--- config.mk ---
export PLATFORM = sky130hd
export DESIGN_NAME = binary_grid_3x3_count_top
export DESIGN_NICKNAME = d
export VERILOG_FILES = /design/src/rtl/bgc_pkg.sv /design/src/rtl/binary_grid_3x3_count_top.sv /design/src/rtl/bgc_ram.sv /design/src/rtl/bgc_scan.sv /design/src/rtl/bgc_win.sv
export VERILOG_INCLUDE_DIRS = /design/src /design/src/rtl
export SDC_FILE = /design/constraint.sdc
export NUM_CORES = 1
export LEC_CHECK = 0
export ABC_AREA = 1
export BUFFER_PORTS_ARGS = -buffer_cell sky130_fd_sc_hd__clkbuf_2
export CORE_UTILIZATION = 35
export CTS_CLUSTER_DIAMETER = 120
export DETAILED_ROUTE_END_ITERATION = 10
export PLACE_DENSITY = 0.5
export SYNTH_ARGS = -nofsm -noshare
export SYNTH_HDL_FRONTEND = slang
export SYNTH_SLANG_ARGS = --single-unit
--- constraint.sdc ---
create_clock -name i_clk -period 10.6 [get_ports i_clk]
set_input_delay 1.06 -clock i_clk [delete_from_list [all_inputs] [get_ports i_clk]]
set_output_delay 1.06 -clock i_clk [all_outputs]
set_load 0.02 [all_outputs]
--- src/rtl/binary_grid_3x3_count_top_macros.svh ---
// ----------------------------------------------------------------------------
// Assertion macros for the 3x3 grid count block
// Shared concurrent check forms, clocked on i_clk, off during reset.
// ----------------------------------------------------------------------------
`ifndef BINARY_GRID_3X3_COUNT_TOP_MACROS_SVH
`define BINARY_GRID_3X3_COUNT_TOP_MACROS_SVH

// check in the same cycle
`define BGC_ASSERT_SAME(lbl, ante, cons, msg) \
    lbl: assert property (@(posedge i_clk) disable iff (!i_rst_n) (ante) |-> (cons)) \
        else $error(msg);

// check in the next cycle
`define BGC_ASSERT_NEXT(lbl, ante, cons, msg) \
    lbl: assert property (@(posedge i_clk) disable iff (!i_rst_n) (ante) |=> (cons)) \
        else $error(msg);

`endif

--- src/rtl/bgc_pkg.sv ---
// ----------------------------------------------------------------------------
// bgc_pkg
// Types, register codes and count helpers for the 3x3 grid count block.
// ----------------------------------------------------------------------------
package bgc_pkg;

    localparam logic REG_GRID_WIDTH  = 1'b0;
    localparam logic REG_GRID_HEIGHT = 1'b1;

    localparam int CFG_DATA_W = 11;
    localparam int GRID_W_BITS = 6;
    localparam int COUNT_W = 4;

    typedef struct packed {
        logic       cell_bit;
        logic       col_zero;
        logic       row_zero;
        logic       row_one;
        logic       res_mid;
        logic       res_edge;
        logic       res_flush;
        logic       fwd;
        logic [1:0] fwd_data;
    } t_item;

    typedef struct packed {
        logic run;
        logic adv;
    } t_stage_ctl;

    function automatic logic [COUNT_W-1:0] pop9(input logic [8:0] v);
        logic [COUNT_W-1:0] n;
        n = '0;
        for (int i = 0; i < 9; i++) begin
            n = n + {{(COUNT_W-1){1'b0}}, v[i]};
        end
        return n;
    endfunction

    function automatic logic [1:0] pop2(input logic [1:0] e);
        return {1'b0, e[0]} + {1'b0, e[1]};
    endfunction

endpackage

--- src/rtl/binary_grid_3x3_count_top.sv ---
// ----------------------------------------------------------------------------
// binary_grid_3x3_count_top
// Counts set cells in the 3x3 window of every cell of a raster binary grid.
// ----------------------------------------------------------------------------
// Cells enter in raster order, one item per cycle unless stalled; each result
// leaves one row and one column behind its input. The last cell of a row
// below the first gives two results, stalling input for the second. A frame's
// last cell stalls input while sweeping the line RAM through its one read
// port, giving the last row one result per cycle while the output is ready.
// A configuration write restarts the frame; no clearing pass follows reset.
// ----------------------------------------------------------------------------
`include "binary_grid_3x3_count_top_macros.svh"

module binary_grid_3x3_count_top
    import bgc_pkg::*;
#(
    parameter int MAX_WIDTH  = 32,
    parameter int MAX_HEIGHT = 1024
) (
    input  logic                  i_clk,
    input  logic                  i_rst_n,
    input  logic                  i_in_valid,
    output logic                  o_in_ready,
    input  logic                  i_cell_req,
    output logic                  o_out_valid,
    input  logic                  i_out_ready,
    output logic [COUNT_W-1:0]    o_neighbor_count,
    output logic                  o_frame_end,
    output logic                  o_run_last,
    input  logic                  i_cfg_valid,
    output logic                  o_cfg_ready,
    input  logic                  i_cfg_index,
    input  logic [CFG_DATA_W-1:0] i_cfg_data
);

    localparam int AW = $clog2(MAX_WIDTH);

    t_stage_ctl    ctl;
    t_item         item;
    logic          item_vld;
    logic [AW-1:0] item_addr;
    logic [AW-1:0] wlast;
    logic          restart;
    logic          wr_en;
    logic [AW-1:0] wr_addr;
    logic [1:0]    wr_data;
    logic          scan_rd_en;
    logic [AW-1:0] scan_rd_addr;
    logic          win_rd_en;
    logic [AW-1:0] win_rd_addr;
    logic          rd_en;
    logic [AW-1:0] rd_addr;
    logic [1:0]    rd_data;

    bgc_scan #(
        .MAX_WIDTH  (MAX_WIDTH),
        .MAX_HEIGHT (MAX_HEIGHT)
    ) u_scan (
        .i_clk       (i_clk),
        .i_rst_n     (i_rst_n),
        .i_in_valid  (i_in_valid),
        .o_in_ready  (o_in_ready),
        .i_cell_req  (i_cell_req),
        .i_cfg_valid (i_cfg_valid),
        .o_cfg_ready (o_cfg_ready),
        .i_cfg_index (i_cfg_index),
        .i_cfg_data  (i_cfg_data),
        .i_ctl       (ctl),
        .i_wr_en     (wr_en),
        .i_wr_addr   (wr_addr),
        .i_wr_data   (wr_data),
        .o_rd_en     (scan_rd_en),
        .o_rd_addr   (scan_rd_addr),
        .o_item_vld  (item_vld),
        .o_item      (item),
        .o_item_addr (item_addr),
        .o_wlast     (wlast),
        .o_restart   (restart)
    );

    assign rd_en   = scan_rd_en || win_rd_en;
    assign rd_addr = win_rd_en ? win_rd_addr : scan_rd_addr;

    bgc_ram #(
        .WIDTH (2),
        .DEPTH (MAX_WIDTH)
    ) u_line_ram (
        .i_clk     (i_clk),
        .i_wr_en   (wr_en),
        .i_wr_addr (wr_addr),
        .i_wr_data (wr_data),
        .i_rd_en   (rd_en),
        .i_rd_addr (rd_addr),
        .o_rd_data (rd_data)
    );

    bgc_win #(
        .MAX_WIDTH (MAX_WIDTH)
    ) u_win (
        .i_clk            (i_clk),
        .i_rst_n          (i_rst_n),
        .i_restart        (restart),
        .i_item_vld       (item_vld),
        .i_item           (item),
        .i_item_addr      (item_addr),
        .i_wlast          (wlast),
        .i_rd_data        (rd_data),
        .o_ctl            (ctl),
        .o_wr_en          (wr_en),
        .o_wr_addr        (wr_addr),
        .o_wr_data        (wr_data),
        .o_rd_en          (win_rd_en),
        .o_rd_addr        (win_rd_addr),
        .o_out_valid      (o_out_valid),
        .i_out_ready      (i_out_ready),
        .o_neighbor_count (o_neighbor_count),
        .o_frame_end      (o_frame_end),
        .o_run_last       (o_run_last)
    );

    `BGC_ASSERT_SAME(a_rd_port, scan_rd_en, !win_rd_en, "line RAM read port claimed twice")
    `BGC_ASSERT_SAME(a_wr_no_sweep, wr_en, !win_rd_en, "line RAM write during final row sweep")

endmodule

--- src/rtl/bgc_ram.sv ---
// ----------------------------------------------------------------------------
// bgc_ram
// Generic simple dual-port RAM, one write and one registered read port.
// ----------------------------------------------------------------------------
module bgc_ram #(
    parameter int WIDTH = 2,
    parameter int DEPTH = 32
) (
    input  logic                     i_clk,
    input  logic                     i_wr_en,
    input  logic [$clog2(DEPTH)-1:0] i_wr_addr,
    input  logic [WIDTH-1:0]         i_wr_data,
    input  logic                     i_rd_en,
    input  logic [$clog2(DEPTH)-1:0] i_rd_addr,
    output logic [WIDTH-1:0]         o_rd_data
);

    logic [WIDTH-1:0] r_mem [DEPTH];
    logic [WIDTH-1:0] r_rd_data;

    always_ff @(posedge i_clk) begin
        if (i_wr_en) begin
            r_mem[i_wr_addr] <= i_wr_data;
        end
        if (i_rd_en) begin
            r_rd_data <= r_mem[i_rd_addr];
        end
    end

    assign o_rd_data = r_rd_data;

endmodule

--- src/rtl/bgc_scan.sv ---
// ----------------------------------------------------------------------------
// bgc_scan
// Configuration registers, raster position and input stage with line read.
// ----------------------------------------------------------------------------
`include "binary_grid_3x3_count_top_macros.svh"

module bgc_scan
    import bgc_pkg::*;
#(
    parameter int MAX_WIDTH  = 32,
    parameter int MAX_HEIGHT = 1024
) (
    input  logic                          i_clk,
    input  logic                          i_rst_n,
    input  logic                          i_in_valid,
    output logic                          o_in_ready,
    input  logic                          i_cell_req,
    input  logic                          i_cfg_valid,
    output logic                          o_cfg_ready,
    input  logic                          i_cfg_index,
    input  logic [CFG_DATA_W-1:0]         i_cfg_data,
    input  t_stage_ctl                    i_ctl,
    input  logic                          i_wr_en,
    input  logic [$clog2(MAX_WIDTH)-1:0]  i_wr_addr,
    input  logic [1:0]                    i_wr_data,
    output logic                          o_rd_en,
    output logic [$clog2(MAX_WIDTH)-1:0]  o_rd_addr,
    output logic                          o_item_vld,
    output t_item                         o_item,
    output logic [$clog2(MAX_WIDTH)-1:0]  o_item_addr,
    output logic [$clog2(MAX_WIDTH)-1:0]  o_wlast,
    output logic                          o_restart
);

    localparam int AW = $clog2(MAX_WIDTH);
    localparam int RW = $clog2(MAX_HEIGHT);
    localparam int RST_W = (32 > MAX_WIDTH) ? MAX_WIDTH : 32;
    localparam int RST_H = (32 > MAX_HEIGHT) ? MAX_HEIGHT : 32;

    logic [AW-1:0]          r_wlast;
    logic [RW-1:0]          r_hlast;
    logic [AW-1:0]          r_col;
    logic [RW-1:0]          r_row;
    logic                   r_p_vld;
    t_item                  r_item;
    logic [AW-1:0]          r_addr;

    logic [GRID_W_BITS-1:0] cfg_w;
    logic [CFG_DATA_W-1:0]  cfg_h;
    logic [AW-1:0]          cfg_wlast;
    logic [RW-1:0]          cfg_hlast;
    logic                   accept;
    logic                   col_end;
    t_item                  n_item;

    assign cfg_w = i_cfg_data[GRID_W_BITS-1:0];
    assign cfg_h = i_cfg_data;

    always_comb begin
        if (cfg_w == '0) begin
            cfg_wlast = '0;
        end else if (cfg_w > GRID_W_BITS'(MAX_WIDTH)) begin
            cfg_wlast = AW'(MAX_WIDTH - 1);
        end else begin
            cfg_wlast = AW'(cfg_w - GRID_W_BITS'(1));
        end
        if (cfg_h == '0) begin
            cfg_hlast = '0;
        end else if (32'(cfg_h) > MAX_HEIGHT) begin
            cfg_hlast = RW'(MAX_HEIGHT - 1);
        end else begin
            cfg_hlast = RW'(cfg_h - CFG_DATA_W'(1));
        end
    end

    assign o_in_ready = i_ctl.run && (!r_p_vld || i_ctl.adv);
    assign accept     = i_in_valid && o_in_ready;
    assign col_end    = (r_col == r_wlast);

    always_comb begin
        n_item.cell_bit  = i_cell_req;
        n_item.col_zero  = (r_col == '0);
        n_item.row_zero  = (r_row == '0);
        n_item.row_one   = (r_row == RW'(1));
        n_item.res_mid   = (r_row != '0) && (r_col != '0);
        n_item.res_edge  = (r_row != '0) && col_end;
        n_item.res_flush = (r_row == r_hlast) && col_end;
        n_item.fwd       = i_wr_en && (i_wr_addr == r_col);
        n_item.fwd_data  = i_wr_data;
    end

    always_ff @(posedge i_clk) begin
        if (!i_rst_n) begin
            r_wlast <= AW'(RST_W - 1);
            r_hlast <= RW'(RST_H - 1);
            r_col   <= '0;
            r_row   <= '0;
            r_p_vld <= 1'b0;
        end else begin
            if (i_cfg_valid) begin
                unique case (i_cfg_index)
                    REG_GRID_WIDTH:  r_wlast <= cfg_wlast;
                    REG_GRID_HEIGHT: r_hlast <= cfg_hlast;
                    default:         r_wlast <= r_wlast;
                endcase
                r_col <= '0;
                r_row <= '0;
            end else if (accept) begin
                if (col_end) begin
                    r_col <= '0;
                    r_row <= (r_row == r_hlast) ? '0 : r_row + RW'(1);
                end else begin
                    r_col <= r_col + AW'(1);
                end
            end
            if (accept) begin
                r_p_vld <= 1'b1;
            end else if (i_ctl.adv) begin
                r_p_vld <= 1'b0;
            end
        end
    end

    always_ff @(posedge i_clk) begin
        if (accept) begin
            r_item <= n_item;
            r_addr <= r_col;
        end
    end

    assign o_cfg_ready = 1'b1;
    assign o_rd_en     = accept;
    assign o_rd_addr   = r_col;
    assign o_item_vld  = r_p_vld;
    assign o_item      = r_item;
    assign o_item_addr = r_addr;
    assign o_wlast     = r_wlast;
    assign o_restart   = i_cfg_valid;

    `BGC_ASSERT_NEXT(a_item_hold, r_p_vld && !i_ctl.adv, $stable(r_addr) && $stable(r_item), "held item changed")
    `BGC_ASSERT_SAME(a_accept_run, accept, i_ctl.run, "item taken while window stage busy")
    `BGC_ASSERT_SAME(a_pos_range, 1'b1, (r_col <= r_wlast) && (r_row <= r_hlast), "position out of grid")

endmodule

--- src/rtl/bgc_win.sv ---
// ----------------------------------------------------------------------------
// bgc_win
// Window update, line write-back, final row sweep and output register.
// ----------------------------------------------------------------------------
`include "binary_grid_3x3_count_top_macros.svh"

module bgc_win
    import bgc_pkg::*;
#(
    parameter int MAX_WIDTH = 32
) (
    input  logic                          i_clk,
    input  logic                          i_rst_n,
    input  logic                          i_restart,
    input  logic                          i_item_vld,
    input  t_item                         i_item,
    input  logic [$clog2(MAX_WIDTH)-1:0]  i_item_addr,
    input  logic [$clog2(MAX_WIDTH)-1:0]  i_wlast,
    input  logic [1:0]                    i_rd_data,
    output t_stage_ctl                    o_ctl,
    output logic                          o_wr_en,
    output logic [$clog2(MAX_WIDTH)-1:0]  o_wr_addr,
    output logic [1:0]                    o_wr_data,
    output logic                          o_rd_en,
    output logic [$clog2(MAX_WIDTH)-1:0]  o_rd_addr,
    output logic                          o_out_valid,
    input  logic                          i_out_ready,
    output logic [COUNT_W-1:0]            o_neighbor_count,
    output logic                          o_frame_end,
    output logic                          o_run_last
);

    localparam int AW = $clog2(MAX_WIDTH);
    localparam int FW = $clog2(MAX_WIDTH + 2);

    localparam logic [1:0] ST_RUN   = 2'd0;
    localparam logic [1:0] ST_EDGE  = 2'd1;
    localparam logic [1:0] ST_FLUSH = 2'd2;

    logic [1:0]         r_st;
    logic [1:0]         n_st;
    logic [8:0]         r_win;
    logic               r_fl_pend;
    logic [FW-1:0]      r_ft;
    logic [1:0]         r_wa;
    logic [1:0]         r_wb;
    logic               r_o_vld;
    logic [COUNT_W-1:0] r_o_cnt;
    logic               r_o_fend;
    logic               r_o_last;
    logic               n_o_load;
    logic [COUNT_W-1:0] n_o_cnt;
    logic               n_o_fend;
    logic               n_o_last;

    logic [1:0]         s;
    logic               older;
    logic               newer;
    logic [8:0]         win_new;
    logic               first_vld;
    logic [COUNT_W-1:0] first_cnt;
    logic               pend_edge;
    logic               out_free;
    logic               run;
    logic               adv;
    logic [FW-1:0]      wl_ext;
    logic [1:0]         f_new;
    logic               f_emit;
    logic               f_done;
    logic               f_go;
    logic [COUNT_W-1:0] f_sum;

    always_comb begin
        s       = i_item.fwd ? i_item.fwd_data : i_rd_data;
        older   = (i_item.row_zero || i_item.row_one) ? 1'b0 : s[1];
        newer   = i_item.row_zero ? 1'b0 : s[0];
        win_new = {i_item.cell_bit, newer, older, (i_item.col_zero ? 6'd0 : r_win[8:3])};
        first_vld = i_item.res_mid || i_item.res_edge;
        first_cnt = i_item.res_mid ? pop9(win_new) : pop9({3'b000, win_new[8:3]});
        pend_edge = i_item.res_mid && i_item.res_edge;
    end

    assign out_free = !r_o_vld || i_out_ready;
    assign run      = (r_st == ST_RUN);
    assign adv      = i_item_vld && run && (out_free || !first_vld);

    always_comb begin
        wl_ext = FW'(i_wlast);
        f_new  = ((r_ft != '0) && (r_ft <= wl_ext + FW'(1))) ? pop2(i_rd_data) : 2'd0;
        f_emit = (r_ft >= FW'(2));
        f_done = (r_ft == wl_ext + FW'(2));
        f_go   = (r_st == ST_FLUSH) && (!f_emit || out_free);
        f_sum  = COUNT_W'(r_wa) + COUNT_W'(r_wb) + COUNT_W'(f_new);
    end

    always_comb begin
        n_st     = r_st;
        n_o_load = 1'b0;
        n_o_cnt  = first_cnt;
        n_o_fend = 1'b0;
        n_o_last = 1'b0;
        unique case (r_st)
            ST_RUN: begin
                if (adv) begin
                    n_o_load = first_vld;
                    n_o_last = !pend_edge && !i_item.res_flush;
                    if (pend_edge) begin
                        n_st = ST_EDGE;
                    end else if (i_item.res_flush) begin
                        n_st = ST_FLUSH;
                    end
                end
            end
            ST_EDGE: begin
                if (out_free) begin
                    n_o_load = 1'b1;
                    n_o_cnt  = pop9({3'b000, r_win[8:3]});
                    n_o_last = !r_fl_pend;
                    n_st     = r_fl_pend ? ST_FLUSH : ST_RUN;
                end
            end
            ST_FLUSH: begin
                if (f_go) begin
                    n_o_load = f_emit;
                    n_o_cnt  = f_sum;
                    n_o_fend = f_done;
                    n_o_last = f_done;
                    if (f_done) begin
                        n_st = ST_RUN;
                    end
                end
            end
            default: begin
                n_st = ST_RUN;
            end
        endcase
    end

    always_ff @(posedge i_clk) begin
        if (!i_rst_n) begin
            r_st      <= ST_RUN;
            r_win     <= '0;
            r_fl_pend <= 1'b0;
            r_ft      <= '0;
            r_wa      <= '0;
            r_wb      <= '0;
            r_o_vld   <= 1'b0;
        end else begin
            r_st <= n_st;
            if (i_restart) begin
                r_win <= '0;
            end else if (adv) begin
                r_win     <= win_new;
                r_fl_pend <= i_item.res_flush;
            end
            if (r_st != ST_FLUSH) begin
                r_ft <= '0;
                r_wa <= '0;
                r_wb <= '0;
            end else if (f_go) begin
                r_ft <= r_ft + FW'(1);
                r_wa <= r_wb;
                r_wb <= f_new;
            end
            if (n_o_load) begin
                r_o_vld <= 1'b1;
            end else if (i_out_ready) begin
                r_o_vld <= 1'b0;
            end
        end
    end

    always_ff @(posedge i_clk) begin
        if (n_o_load) begin
            r_o_cnt  <= n_o_cnt;
            r_o_fend <= n_o_fend;
            r_o_last <= n_o_last;
        end
    end

    assign o_ctl.run        = run;
    assign o_ctl.adv        = adv;
    assign o_wr_en          = adv;
    assign o_wr_addr        = i_item_addr;
    assign o_wr_data        = {newer, i_item.cell_bit};
    assign o_rd_en          = f_go && (r_ft <= wl_ext);
    assign o_rd_addr        = r_ft[AW-1:0];
    assign o_out_valid      = r_o_vld;
    assign o_neighbor_count = r_o_cnt;
    assign o_frame_end      = r_o_fend;
    assign o_run_last       = r_o_last;

    `BGC_ASSERT_SAME(a_count_range, r_o_vld, r_o_cnt <= COUNT_W'(9), "count above nine")
    `BGC_ASSERT_SAME(a_fend_last, r_o_vld && r_o_fend, r_o_last, "frame end not on last result")
    `BGC_ASSERT_SAME(a_edge_entry, r_st == ST_EDGE, $past(adv) || $past(r_st == ST_EDGE), "edge state without item")

endmodule
==> results.json <==
{
  "status": "finished clean",
  "num-fill-cells": 2248,
  "setup_repair_after_global_routing_missed_its_margin": "false",
  "clock_insertion_delay_worst_skew_ns": 0.42,
  "placement.setup.worst_slack_ns": 6.86,
  "syn_area_per_cell_um2": 8.49,
  "finish.net_count": 1012,
  "timing.max_cap.violations": 0,
  "globalRouteOverflowTotal": 0,
  "maximum_number_of_pins_on_one_net_before_global_route_repair": 35,
  "finalHoldWorstSlack_ns": 0.478,
  "ctsHtreeMaxLevel": 4,
  "track_usage_pct": 17.4,
  "die_w_um": 151,
  "synthesis.nets": 984,
  "final_cell_mix": "sky130_fd_sc_hd__inv_1, sky130_fd_sc_hd__nand2_1, sky130_fd_sc_hd__nand3_1",
  "place_congestion": 0.800,
  "synth_top_flop_cell": "sky130_fd_sc_hd__edfxtp_1",
  "crit_path_frequent_cell": "sky130_fd_sc_hd__fa_1",
  "yosysWarningCount": 0,
  "seq_area_frac_synth_pct": 46.8,
  "fin_total_pwr_mw": 1.70,
  "start_kind": "register",
  "number_of_buffer_cells_added_on_primary_ports": 25,
  "place.detailed.hpwl_um": 13700,
  "grt_pass1_wl_um": 30000,
  "drv_slew": 0,
  "fin_util_pct": 40.1,
  "area_of_the_die_um2": 22800,
  "path_class_of_the_lowest_slack_min_delay_path": "reg2reg",
  "drtIter0Drc": 309,
  "vias_in_the_first_global_route": 5682,
  "antenna_violating_nets_post_route": 0,
  "multiInputGateArea_um2": 3390,
  "setup_slack_ns": 6.90,
  "setup-tns-final_ns": 0,
  "yosysUniqueCellTypes": 47,
  "clock-root-buffer": "sky130_fd_sc_hd__clkbuf_16",
  "placed_area_um2": 8170,
  "timing.fmax_mhz": 270,
  "area_growth_syn_to_layout_pct": 12.7,
  "ff_latch_area_um2": 3630,
  "routed_wl_um": 18500,
  "finalSetupViolations": 0,
  "diodes": 0,
  "power_density_nw_per_um2": 194,
  "tightestPinTransition_ns": 0.728,
  "cts_max_path_buffers": 2,
  "final_layout_size_suffix_gt1_share_pct": 8.58,
  "numClockSinks": 138,
  "clock_tree_from_tritoncts": "built",
  "synthCells": 915,
  "ctsResizeCount": 0,
  "rrSetupSlack_ns": 6.90,
  "synthesis.area_um2": 7770,
  "total_vias_in_the_final_route": 5934,
  "setup.worst_path.end_class": "register",
  "async_flop_share_pct": 0,
  "cp.required_ns": 10.76,
  "rows": 54,
  "critical_path_peak_fanout": 34,
  "type_of_the_setup_path_with_the_least_slack": "reg2reg",
  "timing.max_slew.rel_slack_pct": 51.4,
  "post_cts_buffers": 0,
  "dpl.cell_count": 1204,
  "cpMaxStageDelayCell": "sky130_fd_sc_hd__fa_1",
  "layout.cell_area.non_filler_um2": 8750,
  "io_pins": 27,
  "postSynthRegisterBits": 138,
  "route.detailed.wl_per_inst_um": 15.0,
  "ctsHoldBuffers": 0,
  "coreArea_um2": 21800,
  "worst_clock_skew_ns": 0.0122,
  "remaining_drc_errors": 0,
  "start_util_pct": 35.6,
  "finalNonFillerCells": 1236,
  "worstPathArrival_ns": 3.87,
  "via_density_per_instance": 4.80,
  "firstDrtPassIters": 5,
  "final_report_hold_violation_count": 0,
  "timing.final.crit_share_pct": 34.9,
  "die_height_um": 151,
  "cpPeakStageDelay_ns": 0.58,
  "antenna_found_initial": 0,
  "synth-edff-count": 87,
  "finalCriticalPeriod_ns": 3.70,
  "path_cells": "buf_4 > inv_1 > fa_1 > fa_1 > fa_1 > inv_1 > ha_1 > fa_1 > nand2_1 > nand2_1 > o22ai_1 > o21ai_0",
  "final_common_cell": "sky130_fd_sc_hd__inv_1",
  "total_leakage_power_nw": 3.71,
  "power.ir.vdd_worst_uv": 89.8,
  "tritoncts_buffer_count": 17,
  "clk_transition_reported_paths_ns": 0.06
}
## final timing paths
path                     startpoint                         to  cells after the start
hold reg to reg   u_scan.r_hlast[9]          u_scan.r_hlast[9]                      2
setup / recovery   u_scan.o_item[9]  u_win.o_neighbor_count[2]                     12
setup reg to reg   u_scan.o_item[9]  u_win.o_neighbor_count[2]                     12
hold / removal    u_scan.r_hlast[9]          u_scan.r_hlast[9]                      2
## Yosys cell counts (6+ instances only)
cell type                  instances  area share, %
sky130_fd_sc_hd__dfxtp_1          51             13
sky130_fd_sc_hd__nand4_1           6           0.48
sky130_fd_sc_hd__nor2_1           96            4.6
sky130_fd_sc_hd__ha_1             38            6.1
sky130_fd_sc_hd__xnor2_1          10            1.1
sky130_fd_sc_hd__fa_1             13            3.4
sky130_fd_sc_hd__inv_1           167            8.1
sky130_fd_sc_hd__edfxtp_1         87             34
sky130_fd_sc_hd__nand2_1         151            7.3
sky130_fd_sc_hd__xor2_1           16            1.8
sky130_fd_sc_hd__o21ai_0          45            2.9
sky130_fd_sc_hd__clkbuf_1         10           0.48
sky130_fd_sc_hd__nor3_1           15           0.97
sky130_fd_sc_hd__nand3_1         101            6.5
sky130_fd_sc_hd__a21oi_1          39            2.5
## power breakdown
| group | internal (mW) | switching (mW) | total, mW |
|---|---|---|---|
| sequential | 0.634 | 0.0368 | 0.671 |
| combinational | 0.128 | 0.302 | 0.429 |
| clock | 0.351 | 0.248 | 0.599 |
| total | 1.11 | 0.587 | 1.70 |
## logic make-up after synthesis
| group | count (synthesis) | synth area share (%) |
|---|---|---|
| AND/OR/NAND/NOR | 391 | 22.0 |
| buffers and inverters | 190 | 9.65 |
| flip-flops | 138 | 46.8 |
| AO/OA/AOI/OAI | 116 | 8.86 |
| adder cells (fa/ha/maj) | 51 | 9.47 |
| XOR/XNOR | 26 | 2.93 |
| multiplexers | 2 | 0.258 |
| other | 1 | 0.0483 |
## critical path: cells and delay by family (launching register included)
kind	cells	cell delay, ns
adder cells (fa/ha/maj)	5	2.14
flip-flops	1	0.32
AND/OR/NAND/NOR	2	0.13
AO/OA/AOI/OAI	2	0.26
buffers and inverters	3	0.57
## sequential cells by signal (all words and copies together), names as in the netlist, 2 cells and up
name                    cells
u_scan.o_rd_addr            5
u_scan.o_wlast              5
u_scan.r_row               10
u_win.r_wb                  2
u_line_ram.o_rd_data        2
u_win.r_st                  2
u_scan.o_item              10
u_line_ram.r_mem           64
u_win.r_ft                  6
u_scan.o_item_addr          5
u_win.o_neighbor_count      4
u_scan.r_hlast             10
u_win.r_wa                  2
u_win.r_win                 6
## metal layers
layer	track usage, %	part of all wire [%]
met1	23.6	49
met2	28.1	46
met3	3.07	3.4
met4	5.55	1.6
met5	0	0
## area by class of cell
class / instances / share of cell area, %
Sequential cell: 138 / 41.5
Multi-Input combinational cell: 587 / 38.7
Inverter: 170 / 7.29
Clock buffer: 17 / 4.86
Tap cell: 280 / 4.00
Clock inverter: 15 / 1.86
Timing Repair Buffer: 29 / 1.77
Power figures use the tool's default switching activity.
